--- src/fbd_pkg.sv ---
// shared types and constants for the fractional baud divider calculation
// used by the serial divider and the top level; no dependencies
`default_nettype none

package fbd_pkg;

  localparam int DATA_W     = 32;
  localparam int CFG_ADDR_W = 1;
  localparam int EXP_W      = 4;
  localparam int DIVISOR_W  = 12;

  // register indexes on the configuration port
  localparam logic [CFG_ADDR_W-1:0] REG_CORE_CLOCK   = 1'd0;
  localparam logic [CFG_ADDR_W-1:0] REG_DOUBLE_SPEED = 1'd1;

  localparam logic [DATA_W-1:0] CORE_CLOCK_RESET = 32'd32000000;

  // rate limits: clock/8 and clock/4194304 as shifts
  localparam int MAX_DIV_SH = 3;
  localparam int MIN_DIV_SH = 22;

  // exponent search: limit starts at 0xfff >> 4, exponent at -7
  localparam logic [DATA_W-1:0]       LIM_INIT = 32'h0000_0fff >> 4;
  localparam logic signed [EXP_W-1:0] EXP_MIN  = -4'sd7;
  localparam logic signed [EXP_W-1:0] EXP_MAX  = 4'sd7;
  localparam logic signed [EXP_W-1:0] EXP_OFS  = 4'sd3;

  // request into the shared divider
  typedef struct packed {
    logic              start;
    logic [DATA_W-1:0] num;
    logic [DATA_W-1:0] den;
  } div_req_t;

  // status back from the shared divider
  typedef struct packed {
    logic              busy;
    logic              done;
    logic [DATA_W-1:0] quot;
  } div_rsp_t;

endpackage

`default_nettype wire

--- src/fbd_div.sv ---
// serial restoring divider, one quotient bit per cycle
// depends on fbd_pkg for widths and request/status structs
`default_nettype none

module fbd_div
  import fbd_pkg::*;
(
  input  wire logic     clk,
  input  wire logic     rst_n,
  input  wire div_req_t req,
  output div_rsp_t      rsp
);

  localparam int CNT_W = $clog2(DATA_W);

  logic [DATA_W-1:0] rem_r, rem_nxt;
  logic [DATA_W-1:0] quot_r, quot_nxt;
  logic [DATA_W-1:0] den_r;
  logic [CNT_W-1:0]  cnt_r;
  logic              busy_r, done_r;
  logic [DATA_W:0]   trial;
  logic [DATA_W:0]   diff;
  logic              ge;

  // one restoring step on the running remainder
  always_comb begin
    trial    = {rem_r, quot_r[DATA_W-1]};
    diff     = trial - {1'b0, den_r};
    ge       = trial >= {1'b0, den_r};
    rem_nxt  = ge ? diff[DATA_W-1:0] : trial[DATA_W-1:0];
    quot_nxt = {quot_r[DATA_W-2:0], ge};
  end

  // control
  always_ff @(posedge clk) begin
    if (!rst_n) begin
      busy_r <= 1'b0;
      done_r <= 1'b0;
      cnt_r  <= '0;
    end else begin
      done_r <= 1'b0;
      if (busy_r) begin
        cnt_r <= cnt_r + 1'b1;
        if (cnt_r == CNT_W'(DATA_W - 1)) begin
          busy_r <= 1'b0;
          done_r <= 1'b1;
        end
      end else if (req.start) begin
        busy_r <= 1'b1;
        cnt_r  <= '0;
      end
    end
  end

  // datapath
  always_ff @(posedge clk) begin
    if (busy_r) begin
      rem_r  <= rem_nxt;
      quot_r <= quot_nxt;
    end else if (req.start) begin
      rem_r  <= '0;
      quot_r <= req.num;
      den_r  <= req.den;
    end
  end

  assign rsp.busy = busy_r;
  assign rsp.done = done_r;
  assign rsp.quot = quot_r;

endmodule

`default_nettype wire

--- src/fractional_baud_divider_calc.sv ---
// sequence per item: range check, a ratio pass on the shared divider, the exponent search,
// set-up, a second divider pass and hand-over to the result register; a rejected rate
// goes from the check straight to hand-over
// throughput: one item at a time, the next taken the cycle after the result is registered,
// and later while the result channel stalls
// reset (rst_n low, synchronous): core clock 32000000, single speed, no result pending
`default_nettype none

module fractional_baud_divider_calc
  import fbd_pkg::*;
(
  input  wire logic                  clk,
  input  wire logic                  rst_n,
  // configuration
  input  wire logic                  cfg_we,
  input  wire logic [CFG_ADDR_W-1:0] cfg_addr,
  input  wire logic [DATA_W-1:0]     cfg_wdata,
  // request channel
  input  wire logic                  in_valid,
  output logic                       in_stall,
  input  wire logic [DATA_W-1:0]     in_baud_rate,
  // result channel
  output logic                       out_valid,
  input  wire logic                  out_stall,
  output logic                       out_ok,
  output logic signed [EXP_W-1:0]    out_scale_exp,
  output logic [DIVISOR_W-1:0]       out_divisor
);

  typedef enum logic [2:0] {
    S_IDLE, S_CHECK, S_RATIO_WAIT, S_SEARCH, S_PREP, S_DIV_WAIT, S_DONE
  } state_t;

  state_t state_r;

  logic [DATA_W-1:0]       clk_hz_r;
  logic                    ds_r;
  logic [DATA_W-1:0]       rate_r;
  logic [DATA_W-1:0]       ratio_r;
  logic [DATA_W-1:0]       lim_r;
  logic signed [EXP_W-1:0] exp_r;
  logic                    nonneg_r;
  logic                    den_zero_r;
  logic                    res_ok_r;
  logic signed [EXP_W-1:0] res_exp_r;
  logic [DIVISOR_W-1:0]    res_div_r;
  logic                    out_valid_r;
  logic                    out_ok_r;
  logic signed [EXP_W-1:0] out_exp_r;
  logic [DIVISOR_W-1:0]    out_div_r;

  div_req_t div_req;
  div_rsp_t div_rsp;

  logic [DATA_W-1:0] hi, lo, rate2;
  logic              reject;
  logic [DATA_W-1:0] clk_m;
  logic [EXP_W-1:0]  sh_pos, sh_neg;
  logic [DATA_W-1:0] den_sh;
  logic [DATA_W-1:0] prep_num, prep_den;
  logic [DATA_W-1:0] q_raw;
  logic              out_free;

  // configuration registers
  always_ff @(posedge clk) begin
    if (!rst_n) begin
      clk_hz_r <= CORE_CLOCK_RESET;
      ds_r     <= 1'b0;
    end else if (cfg_we) begin
      case (cfg_addr)
        REG_CORE_CLOCK:   clk_hz_r <= cfg_wdata;
        REG_DOUBLE_SPEED: ds_r     <= cfg_wdata[0];
        default:          ;
      endcase
    end
  end

  // range check, limits halve in single speed
  always_comb begin
    hi     = ds_r ? (clk_hz_r >> MAX_DIV_SH) : (clk_hz_r >> (MAX_DIV_SH + 1));
    lo     = ds_r ? (clk_hz_r >> MIN_DIV_SH) : (clk_hz_r >> (MIN_DIV_SH + 1));
    reject = (rate_r > hi) || (rate_r < lo) || (rate_r == '0);
    rate2  = ds_r ? rate_r : (rate_r << 1);
  end

  // divisor operands from the chosen exponent
  always_comb begin
    clk_m    = clk_hz_r - (rate_r << 3);
    sh_pos   = exp_r + EXP_OFS;
    sh_neg   = -exp_r - EXP_OFS;
    den_sh   = rate_r << sh_pos;
    prep_num = clk_hz_r + (den_sh >> 1);
    prep_den = den_sh;
    if (exp_r <= -EXP_OFS) begin
      prep_num = (clk_m << sh_neg) + (rate_r >> 1);
      prep_den = rate_r;
    end else if (exp_r < 4'sd0) begin
      prep_num = clk_m + (den_sh >> 1);
    end
  end

  // shared divider requests
  always_comb begin
    div_req.start = 1'b0;
    div_req.num   = clk_hz_r;
    div_req.den   = rate2;
    case (state_r)
      S_CHECK: div_req.start = !reject;
      S_PREP: begin
        div_req.start = 1'b1;
        div_req.num   = prep_num;
        div_req.den   = prep_den;
      end
      default: ;
    endcase
  end

  fbd_div u_div (
    .clk  (clk),
    .rst_n(rst_n),
    .req  (div_req),
    .rsp  (div_rsp)
  );

  assign q_raw    = den_zero_r ? '0 : div_rsp.quot;
  assign out_free = !out_valid_r || !out_stall;

  // sequencer and output register
  always_ff @(posedge clk) begin
    if (!rst_n) begin
      state_r     <= S_IDLE;
      out_valid_r <= 1'b0;
    end else begin
      if (out_valid_r && !out_stall && state_r != S_DONE) out_valid_r <= 1'b0;
      case (state_r)
        S_IDLE: begin
          if (in_valid) begin
            rate_r  <= in_baud_rate;
            state_r <= S_CHECK;
          end
        end
        S_CHECK: begin
          if (reject) begin
            res_ok_r  <= 1'b0;
            res_exp_r <= '0;
            res_div_r <= '0;
            state_r   <= S_DONE;
          end else begin
            rate_r  <= rate2;
            state_r <= S_RATIO_WAIT;
          end
        end
        S_RATIO_WAIT: begin
          if (div_rsp.done) begin
            ratio_r <= div_rsp.quot;
            lim_r   <= LIM_INIT;
            exp_r   <= EXP_MIN;
            state_r <= S_SEARCH;
          end
        end
        // one limit step per cycle until the ratio falls below it or the exponent reaches its maximum
        S_SEARCH: begin
          if (exp_r == EXP_MAX || ratio_r < lim_r) begin
            state_r <= S_PREP;
          end else begin
            lim_r <= (lim_r << 1) | DATA_W'(exp_r < -EXP_OFS);
            exp_r <= exp_r + 4'sd1;
          end
        end
        S_PREP: begin
          nonneg_r   <= !exp_r[EXP_W-1];
          den_zero_r <= (prep_den == '0);
          state_r    <= S_DIV_WAIT;
        end
        S_DIV_WAIT: begin
          if (div_rsp.done) begin
            res_ok_r  <= 1'b1;
            res_exp_r <= exp_r;
            res_div_r <= nonneg_r ? DIVISOR_W'(q_raw - 1'b1) : q_raw[DIVISOR_W-1:0];
            state_r   <= S_DONE;
          end
        end
        S_DONE: begin
          if (out_free) begin
            out_valid_r <= 1'b1;
            out_ok_r    <= res_ok_r;
            out_exp_r   <= res_exp_r;
            out_div_r   <= res_div_r;
            state_r     <= S_IDLE;
          end
        end
        default: state_r <= S_IDLE;
      endcase
    end
  end

  assign in_stall      = (state_r != S_IDLE);
  assign out_valid     = out_valid_r;
  assign out_ok        = out_ok_r;
  assign out_scale_exp = out_exp_r;
  assign out_divisor   = out_div_r;

`ifndef NO_ASSERTIONS
  // a new result only appears when the sequencer hands one over
  a_result_source: assert property (@(posedge clk) disable iff (!rst_n)
    $rose(out_valid_r) |-> $past(state_r == S_DONE))
    else $error("result appeared outside the hand-over state");

  // the divider is running or finishing whenever its result is awaited
  a_div_running: assert property (@(posedge clk) disable iff (!rst_n)
    (state_r == S_RATIO_WAIT || state_r == S_DIV_WAIT) |-> (div_rsp.busy || div_rsp.done))
    else $error("waiting on an idle divider");

  // a rejected rate carries zero fields
  a_reject_zero: assert property (@(posedge clk) disable iff (!rst_n)
    (out_valid && !out_ok) |-> (out_scale_exp == '0 && out_divisor == '0))
    else $error("rejected item with nonzero fields");

  // exponent stays within -7 to 7
  a_exp_range: assert property (@(posedge clk) disable iff (!rst_n)
    (out_valid && out_ok) |-> (out_scale_exp >= EXP_MIN && out_scale_exp <= EXP_MAX))
    else $error("scale exponent out of range");
`endif

endmodule

`default_nettype wire

--- config.mk ---
export PLATFORM = sky130hd
export DESIGN_NAME = fractional_baud_divider_calc
export DESIGN_NICKNAME = d
export VERILOG_FILES = /design/src/fbd_pkg.sv /design/src/fbd_div.sv /design/src/fractional_baud_divider_calc.sv
export SDC_FILE = /design/constraint.sdc
export NUM_CORES = 1
export LEC_CHECK = 0
export CAP_MARGIN = 20
export CORE_MARGIN = 4
export CORE_UTILIZATION = 55
export DETAILED_ROUTE_END_ITERATION = 12
export DONT_BUFFER_PORTS = 1
export PLACE_DENSITY = 0.7
export SLEW_MARGIN = 5
export SYNTH_ARGS = -nofsm -noshare
export SYNTH_HDL_FRONTEND = slang
export SYNTH_SLANG_ARGS = --single-unit
--- constraint.sdc ---
create_clock -name clk -period 8.6 [get_ports clk]
set_input_delay 0.86 -clock clk [delete_from_list [all_inputs] [get_ports clk]]
set_output_delay 0.86 -clock clk [all_outputs]
set_load 0.005 [all_outputs]
# After elaboration in Yosys (flattened, before gate mapping)
# Index checks and enable logic that the tools add are counted.
# op_classes
n_addsub	11
magnitude_cmp	7
eq_ne	17
shift	2
muxes	49
bitwise_logic	3
n_reduce_logical	29
# ops
operator	n
$mux 32	13
$pmux 32 s2	2
$add 32x31->32	3
$logic_not 32->1	2
$mux 64	1
$shl 32x4->32	2
$sub 32x32->32	2
$mux 12	4
$ge 33x32->1	1
$gt 32x29->1	1
$lt 32x10->1	1
$lt 32x32->1	1
$or 32x1->32	1
$mux 29	1
$pmux 12 s2	1
$pmux 3 s7	1
$mux 3	6
$mux 4	4
$pmux 4 s2	2
$ne 2x2->1 const B	6
$reduce_and 4->1	3
$sub 12x1->12 const B	1
$mux 10	1
$mux 5	2
other kinds (27)	56
# word_totals
register_bits	276
output_inout_bits	19

# Longest topological paths before layout
# depth
ltp_word	8
mapped_depth	27
mapped_depth_nobuf	27

# Cells and area by module
# A second synthesis with hierarchy kept.
# hier_totals
cells_unflattened	2762
area_unflattened_um2	24422.2
# modules_own_cells
module	n_inst	cells_each	area_per_inst_um2	seq_area_each_um2
fractional_baud_divider_calc	1	2229	18456.5	4824.6
fbd_div	1	533	5965.7	3022.9

# Worst setup path before layout
# No wires, ideal clock.
# synth_timing
path_kind	reg-to-reg
start	register ds_r
end	register rate_r[0] (enable)
arrival_ps	6285
t_required_ps	8099
path_slack_ps	1814
path_stages_with_launch	16
period_less_slack_ps	6786
path_cell_list	dfxtp_1 -> clkbuf_1 -> clkbuf_1 -> mux2i_1 -> ha_1 -> a21o_1 -> a21o_1 -> a211o_1 -> a21o_1 -> a21o_1 -> a21oi_1 -> o32ai_1 -> o311a_1 -> nor2_1 -> mux2i_1 -> nor4_1
# synth_via
elab_chain_cells	6
# synth_lines
item	line_no	text
start: declaration	fractional_baud_divider_calc.sv:37	logic ds_r;
start signal: assignment	fractional_baud_divider_calc.sv:72	REG_DOUBLE_SPEED: ds_r <= cfg_wdata[0];
$mux 29 or $mux 10 (tied branches)	fractional_baud_divider_calc.sv:80, fractional_baud_divider_calc.sv:81	
$gt 32x29->1 or $lt 32x10->1 (tied branches)	fractional_baud_divider_calc.sv:82	reject = (rate_r > hi) || (rate_r < lo) || (rate_r == '0);
$logic_or 1x1->1 * (2 in a row)	fractional_baud_divider_calc.sv:82	
$ne 2x2->1 (no line) *	-	
$reduce_and 4->1 (no line) *	-	
end signal: assignment	fractional_baud_divider_calc.sv:138	rate_r <= in_baud_rate;
end signal: assignment	fractional_baud_divider_calc.sv:149	rate_r <= rate2;
end: declaration	fractional_baud_divider_calc.sv:38	logic [DATA_W-1:0] rate_r;
# Mark *: on every way between the ends. The rest lies on a longest branch, timed or not.
# A chain may end at the register's enable or synchronous reset.

# Final worst setup path
# layout_timing
start	register exp_r[1]
end	register u_div.quot_r[30] (data pin)
# layout_via
elab_chain_cells	8
# layout_lines
item	line_no	text
start: declaration	fractional_baud_divider_calc.sv:41	logic signed [EXP_W-1:0] exp_r;
start signal: assignment	fractional_baud_divider_calc.sv:167	exp_r <= exp_r + 4'sd1;
$neg 4->4 or $add 4x3->4 (tied branches)	fractional_baud_divider_calc.sv:90, fractional_baud_divider_calc.sv:89	
$sub 4x3->4 or $shl 32x4->32 (tied branches)	fractional_baud_divider_calc.sv:90, fractional_baud_divider_calc.sv:91	
$shl 32x4->32, or another cell as far along	fractional_baud_divider_calc.sv:95	prep_num = (clk_m << sh_neg) + (rate_r >> 1);
$add 32x31->32 or $mux 32 (tied branches)	fractional_baud_divider_calc.sv:95, fractional_baud_divider_calc.sv:97	
$mux 32 *	fractional_baud_divider_calc.sv:94	if (exp_r <= -EXP_OFS) begin
$mux 64 *	fractional_baud_divider_calc.sv:107	case (state_r)
$mux 32 *	fbd_div.sv:60	end else if (req.start) begin
$mux 32 *	fbd_div.sv:57	if (busy_r) begin
end signal: assignment	fbd_div.sv:59	quot_r <= quot_nxt;
end signal: assignment	fbd_div.sv:62	quot_r <= req.num;
end: declaration	fbd_div.sv:17	logic [DATA_W-1:0] quot_r, quot_nxt;
# Mark *: on every way between the ends. The rest lies on a longest branch, timed or not. The select of a mux whose other input is x is not followed.

==> impl_metrics.py <==
metrics = {
    "floorplanning": {
        "rows": 75,
        "io_pins": 89,
        "core_area_sq_um": 42200,
        "die_width_microns": 215,
        "die_height_microns": 215,
        "fp.dieArea_sq_um": 46300,
        "floorplan.initialDensity": 0.559,
    },
    "synth": {
        "synth_top_cells_by_count": "sky130_fd_sc_hd__nand2_1, sky130_fd_sc_hd__nor2_1, sky130_fd_sc_hd__a21oi_1",
        "post_synth_instance_area_sq_um": 23600,
        "cell_with_the_most_instances_after_synthesis": "sky130_fd_sc_hd__nand2_1",
        "syn_area_per_cell_sq_um": 8.85,
        "yosysWarnings": 0,
        "area_share_of_and_or_nand_nor_cells_after_synthesis": 0.163,
        "yosysUniqueCellTypes": 89,
        "postSynthCellCount": 2668,
        "ys_seq_elements": 276,
        "synth_edf_count": 232,
        "ys_async_sr_fraction": 0,
        "yosys_top_cell_area_share": 0.295,
        "synth_top_family_by_area": "compound AO/OA/AOI/OAI gates",
        "yosys-mux-area-fraction": 0.119,
        "synth_nets": 2946,
        "synth.area.top_cells": "sky130_fd_sc_hd__edfxtp_1, sky130_fd_sc_hd__ha_1, sky130_fd_sc_hd__mux2i_1",
        "compound_gate_fraction_of_synth_area": 0.189,
        "yosys.area_share.xor_xnor": 0.0395,
        "synth_ff_type": "sky130_fd_sc_hd__edfxtp_1",
        "synth-adder-area-share": 0.111,
        "synth_largest_area_cell": "sky130_fd_sc_hd__edfxtp_1",
        "seq_area_frac_synth": 0.332,
    },
    "detailed_routing": {
        "postRouteAntennaNets": 0,
        "drt_pass1_iterations": 7,
        "number_of_vias_after_detailed_routing": 20890,
        "route.detailed.wl_per_inst_microns": 25.8,
        "wl_microns": 82200,
        "avgViaCountPerCell": 6.55,
        "drc": 0,
        "drt_iter0_drc": 2259,
    },
    "placement": {
        "last_weighted_congestion_value_of_the_routability_driven_placer": 1.07,
        "numPortBuffers": 0,
        "placement.setup.worst_slack_ns": 2.19,
        "dpl.hpwl_microns": 63200,
    },
    "setup_path": {
        "worst_setup_path_class": "flip-flop to flip-flop",
        "crit_path_start_kind": "flip-flop",
        "worst_setup_path_end_kind": "flip-flop",
        "cp.buffers_inverters": 3,
        "critical_path.top_delay_family": "compound AO/OA/AOI/OAI gates",
        "r2r_slack_ns": 2.00,
        "critPathSlowestCell": "sky130_fd_sc_hd__a2111oi_1",
        "reg2reg_depth": 21,
        "cp_data_required_time_ns": 9.02,
        "max_stage_delay_ns": 0.59,
        "worstReg2RegEnd": "u_div.quot_r[30]",
        "critPathMaxFanout": 44,
        "worst_ep_arrival_time_ns": 7.01,
        "worstPathCellList": "buf_4, inv_2, ha_1, buf_4, mux2_2, nor2_1, a21oi_1, mux2i_1, nor2_1, ha_1, a21o_1, or3_1, o211ai_1, o221ai_1, a2111oi_1, o41a_1, nor3_1, o22a_1, a2111oi_0, a31oi_1, a31oi_1",
        "r2r-start": "exp_r[1]",
    },
    "global_routing": {
        "first_pass_grt_wire_length_microns": 123000,
        "grt_pass1_vias": 19861,
        "grt_antenna_before_repair": 2,
        "largest_net_degree_at_the_start_of_global_routing": 74,
        "global_route.usage.total": 0.344,
        "grt_remaining_overflow": 0,
    },
    "clock_network": {
        "cts.clk_slew.worst_paths_ns": 0.06,
        "clock_tree_root_buffer_cell": "sky130_fd_sc_hd__clkbuf_16",
        "post_cts.resized_instances": 0,
        "htree_levels": 1,
        "tritoncts_num_sinks": 276,
        "num_cts_buffers": 30,
        "post_cts_buffers": 0,
        "tritoncts": "yes",
        "cts_hold_buffers": 0,
        "clkLatencyLatePin_ns": 0.59,
        "maximum_buffer_depth_of_the_clock_tree": 3,
    },
    "worst_hold_path": {
        "min_path_type": "primary input to flip-flop",
        "holdPathEnd": "clk_hz_r[11]",
        "hold_start": "rst_n",
        "hold_depth": 1,
    },
    "timing": {
        "worst_pin_slew_ns": 1.12,
        "finalClockSkew_ns": 0.0173,
        "unrepaired_setup_endpoints_after_global_routing": "no",
        "fmax_ghz": 0.152,
        "hold_viol_final": 0,
        "final-max-slew-violation-count": 0,
        "post_route_minimum_period_ns": 6.60,
        "min_period_over_period": 0.767,
        "max_slew_margin": 0.254,
        "final.hold.worst_slack_ns": 0.369,
        "setup_violations": 0,
        "setup_total_negative_slack_ns": 0,
        "setup_slack_ns": 2.00,
    },
    "cells_and_area": {
        "fin_util": 0.600,
        "seq_area_sq_um": 7850,
        "syn_to_final_growth_pct": 7.29,
        "multi_input_comb_area_sq_um": 14800,
        "fillerInstances": 3698,
        "nets": 2900,
        "share_of_cells_above_drive_strength_1": 0.0820,
    },
    "run_status": {
        "outcome": "finished, final reports clean",
    },
    "power": {
        "fin_total_pwr_mw": 7.29,
        "p_leak_nw": 10.4,
        "vdd_drop_max_mv": 0.192,
        "power_density_nw_per_um2": 288,
    },
    "run": {
        "max_cap_violations": 0,
    },
}
==> final cells by class <==
type,instances,area share
Multi-Input combinational cell,2114,0.584
Antenna cell,2,0.000198
Tap cell,539,0.0266
Timing Repair Buffer,57,0.0175
Inverter,143,0.0212
Clock buffer,43,0.0358
Sequential cell,276,0.310
Clock inverter,13,0.00499
==> cell usage in the layout (no fill, tap or decap), types with 35 or more instances in the layout <==
master,count
sky130_fd_sc_hd__nand2_1,284
sky130_fd_sc_hd__nor2_1,261
sky130_fd_sc_hd__a21oi_1,253
sky130_fd_sc_hd__edfxtp_1,232
sky130_fd_sc_hd__ha_1,204
sky130_fd_sc_hd__mux2i_1,169
sky130_fd_sc_hd__o21ai_0,151
sky130_fd_sc_hd__inv_1,138
sky130_fd_sc_hd__a21o_1,85
sky130_fd_sc_hd__nand3_1,62
sky130_fd_sc_hd__xnor2_1,53
sky130_fd_sc_hd__buf_4,52
sky130_fd_sc_hd__xor2_1,46
sky130_fd_sc_hd__dfxtp_1,42
sky130_fd_sc_hd__nor3_1,38
sky130_fd_sc_hd__mux2_2,35
==> layer usage <==
layer	vias up	global-route usage	routed length, microns
met1	9905	0.455	33600
met3	236	0.0712	7460
li1	9745	-	-
met4	0	0.179	5400
met5	-	0	0
met2	1004	0.534	35700
==> through the flow <==
stage,cells,instance area [sq um]
CTS,3179,25300
global placement,3123,24200
global route,3185,25300
finish,3187,25300
floorplan,2668,23600
detailed placement,3123,24200
==> state kept, by name, indices dropped and copies added (netlist names) <==
| register | count |
|---|---|
| nonneg_r | 1 |
| out_scale_exp | 4 |
| u_div.busy_r | 1 |
| lim_r | 32 |
| den_zero_r | 1 |
| u_div.rem_r | 32 |
| res_div_r | 12 |
| exp_r | 4 |
| u_div.cnt_r | 5 |
| res_ok_r | 1 |
| u_div.den_r | 32 |
| state_r | 3 |
| u_div.quot_r | 32 |
| ratio_r | 32 |
| ds_r | 1 |
| clk_hz_r | 32 |
| out_ok | 1 |
| out_valid | 1 |
| u_div.done_r | 1 |
| res_exp_r | 4 |
| out_divisor | 12 |
| rate_r | 32 |
==> cells by family after synthesis <==
kind of cell | count (synthesis)
flip-flops | 276
XOR/XNOR | 104
adder cells (fa/ha/maj) | 208
multiplexers | 236
AO/OA/AOI/OAI | 719
buffers and inverters | 278
AND/OR/NAND/NOR | 847
==> worst max-delay path by stage <==
stage / start / endpoint / slack (ns) / cells after the start
floorplan: ds_r / rate_r[0] / 1.81 / 15
global placement: exp_r[1] / u_div.quot_r[31] / 2.29 / 23
detailed placement: rate_r[2] / u_div.quot_r[31] / 2.19 / 23
CTS: rate_r[2] / u_div.quot_r[31] / 2.16 / 23
global route: rate_r[2] / u_div.quot_r[31] / 1.54 / 23
finish: exp_r[1] / u_div.quot_r[30] / 2.00 / 21
==> power by group <==
| part | switching [mW] | internal (mW) | total [mW] | leakage [nW] |
|---|---|---|---|---|
| logic | 2.39 | 1.44 | 3.83 | 7.41 |
| registers | 0.274 | 1.85 | 2.13 | 2.49 |
| clock network | 0.540 | 0.794 | 1.33 | 0.516 |
| total | 3.21 | 4.09 | 7.29 | 10.4 |
No activity file was read; power rests on OpenSTA's default activity.
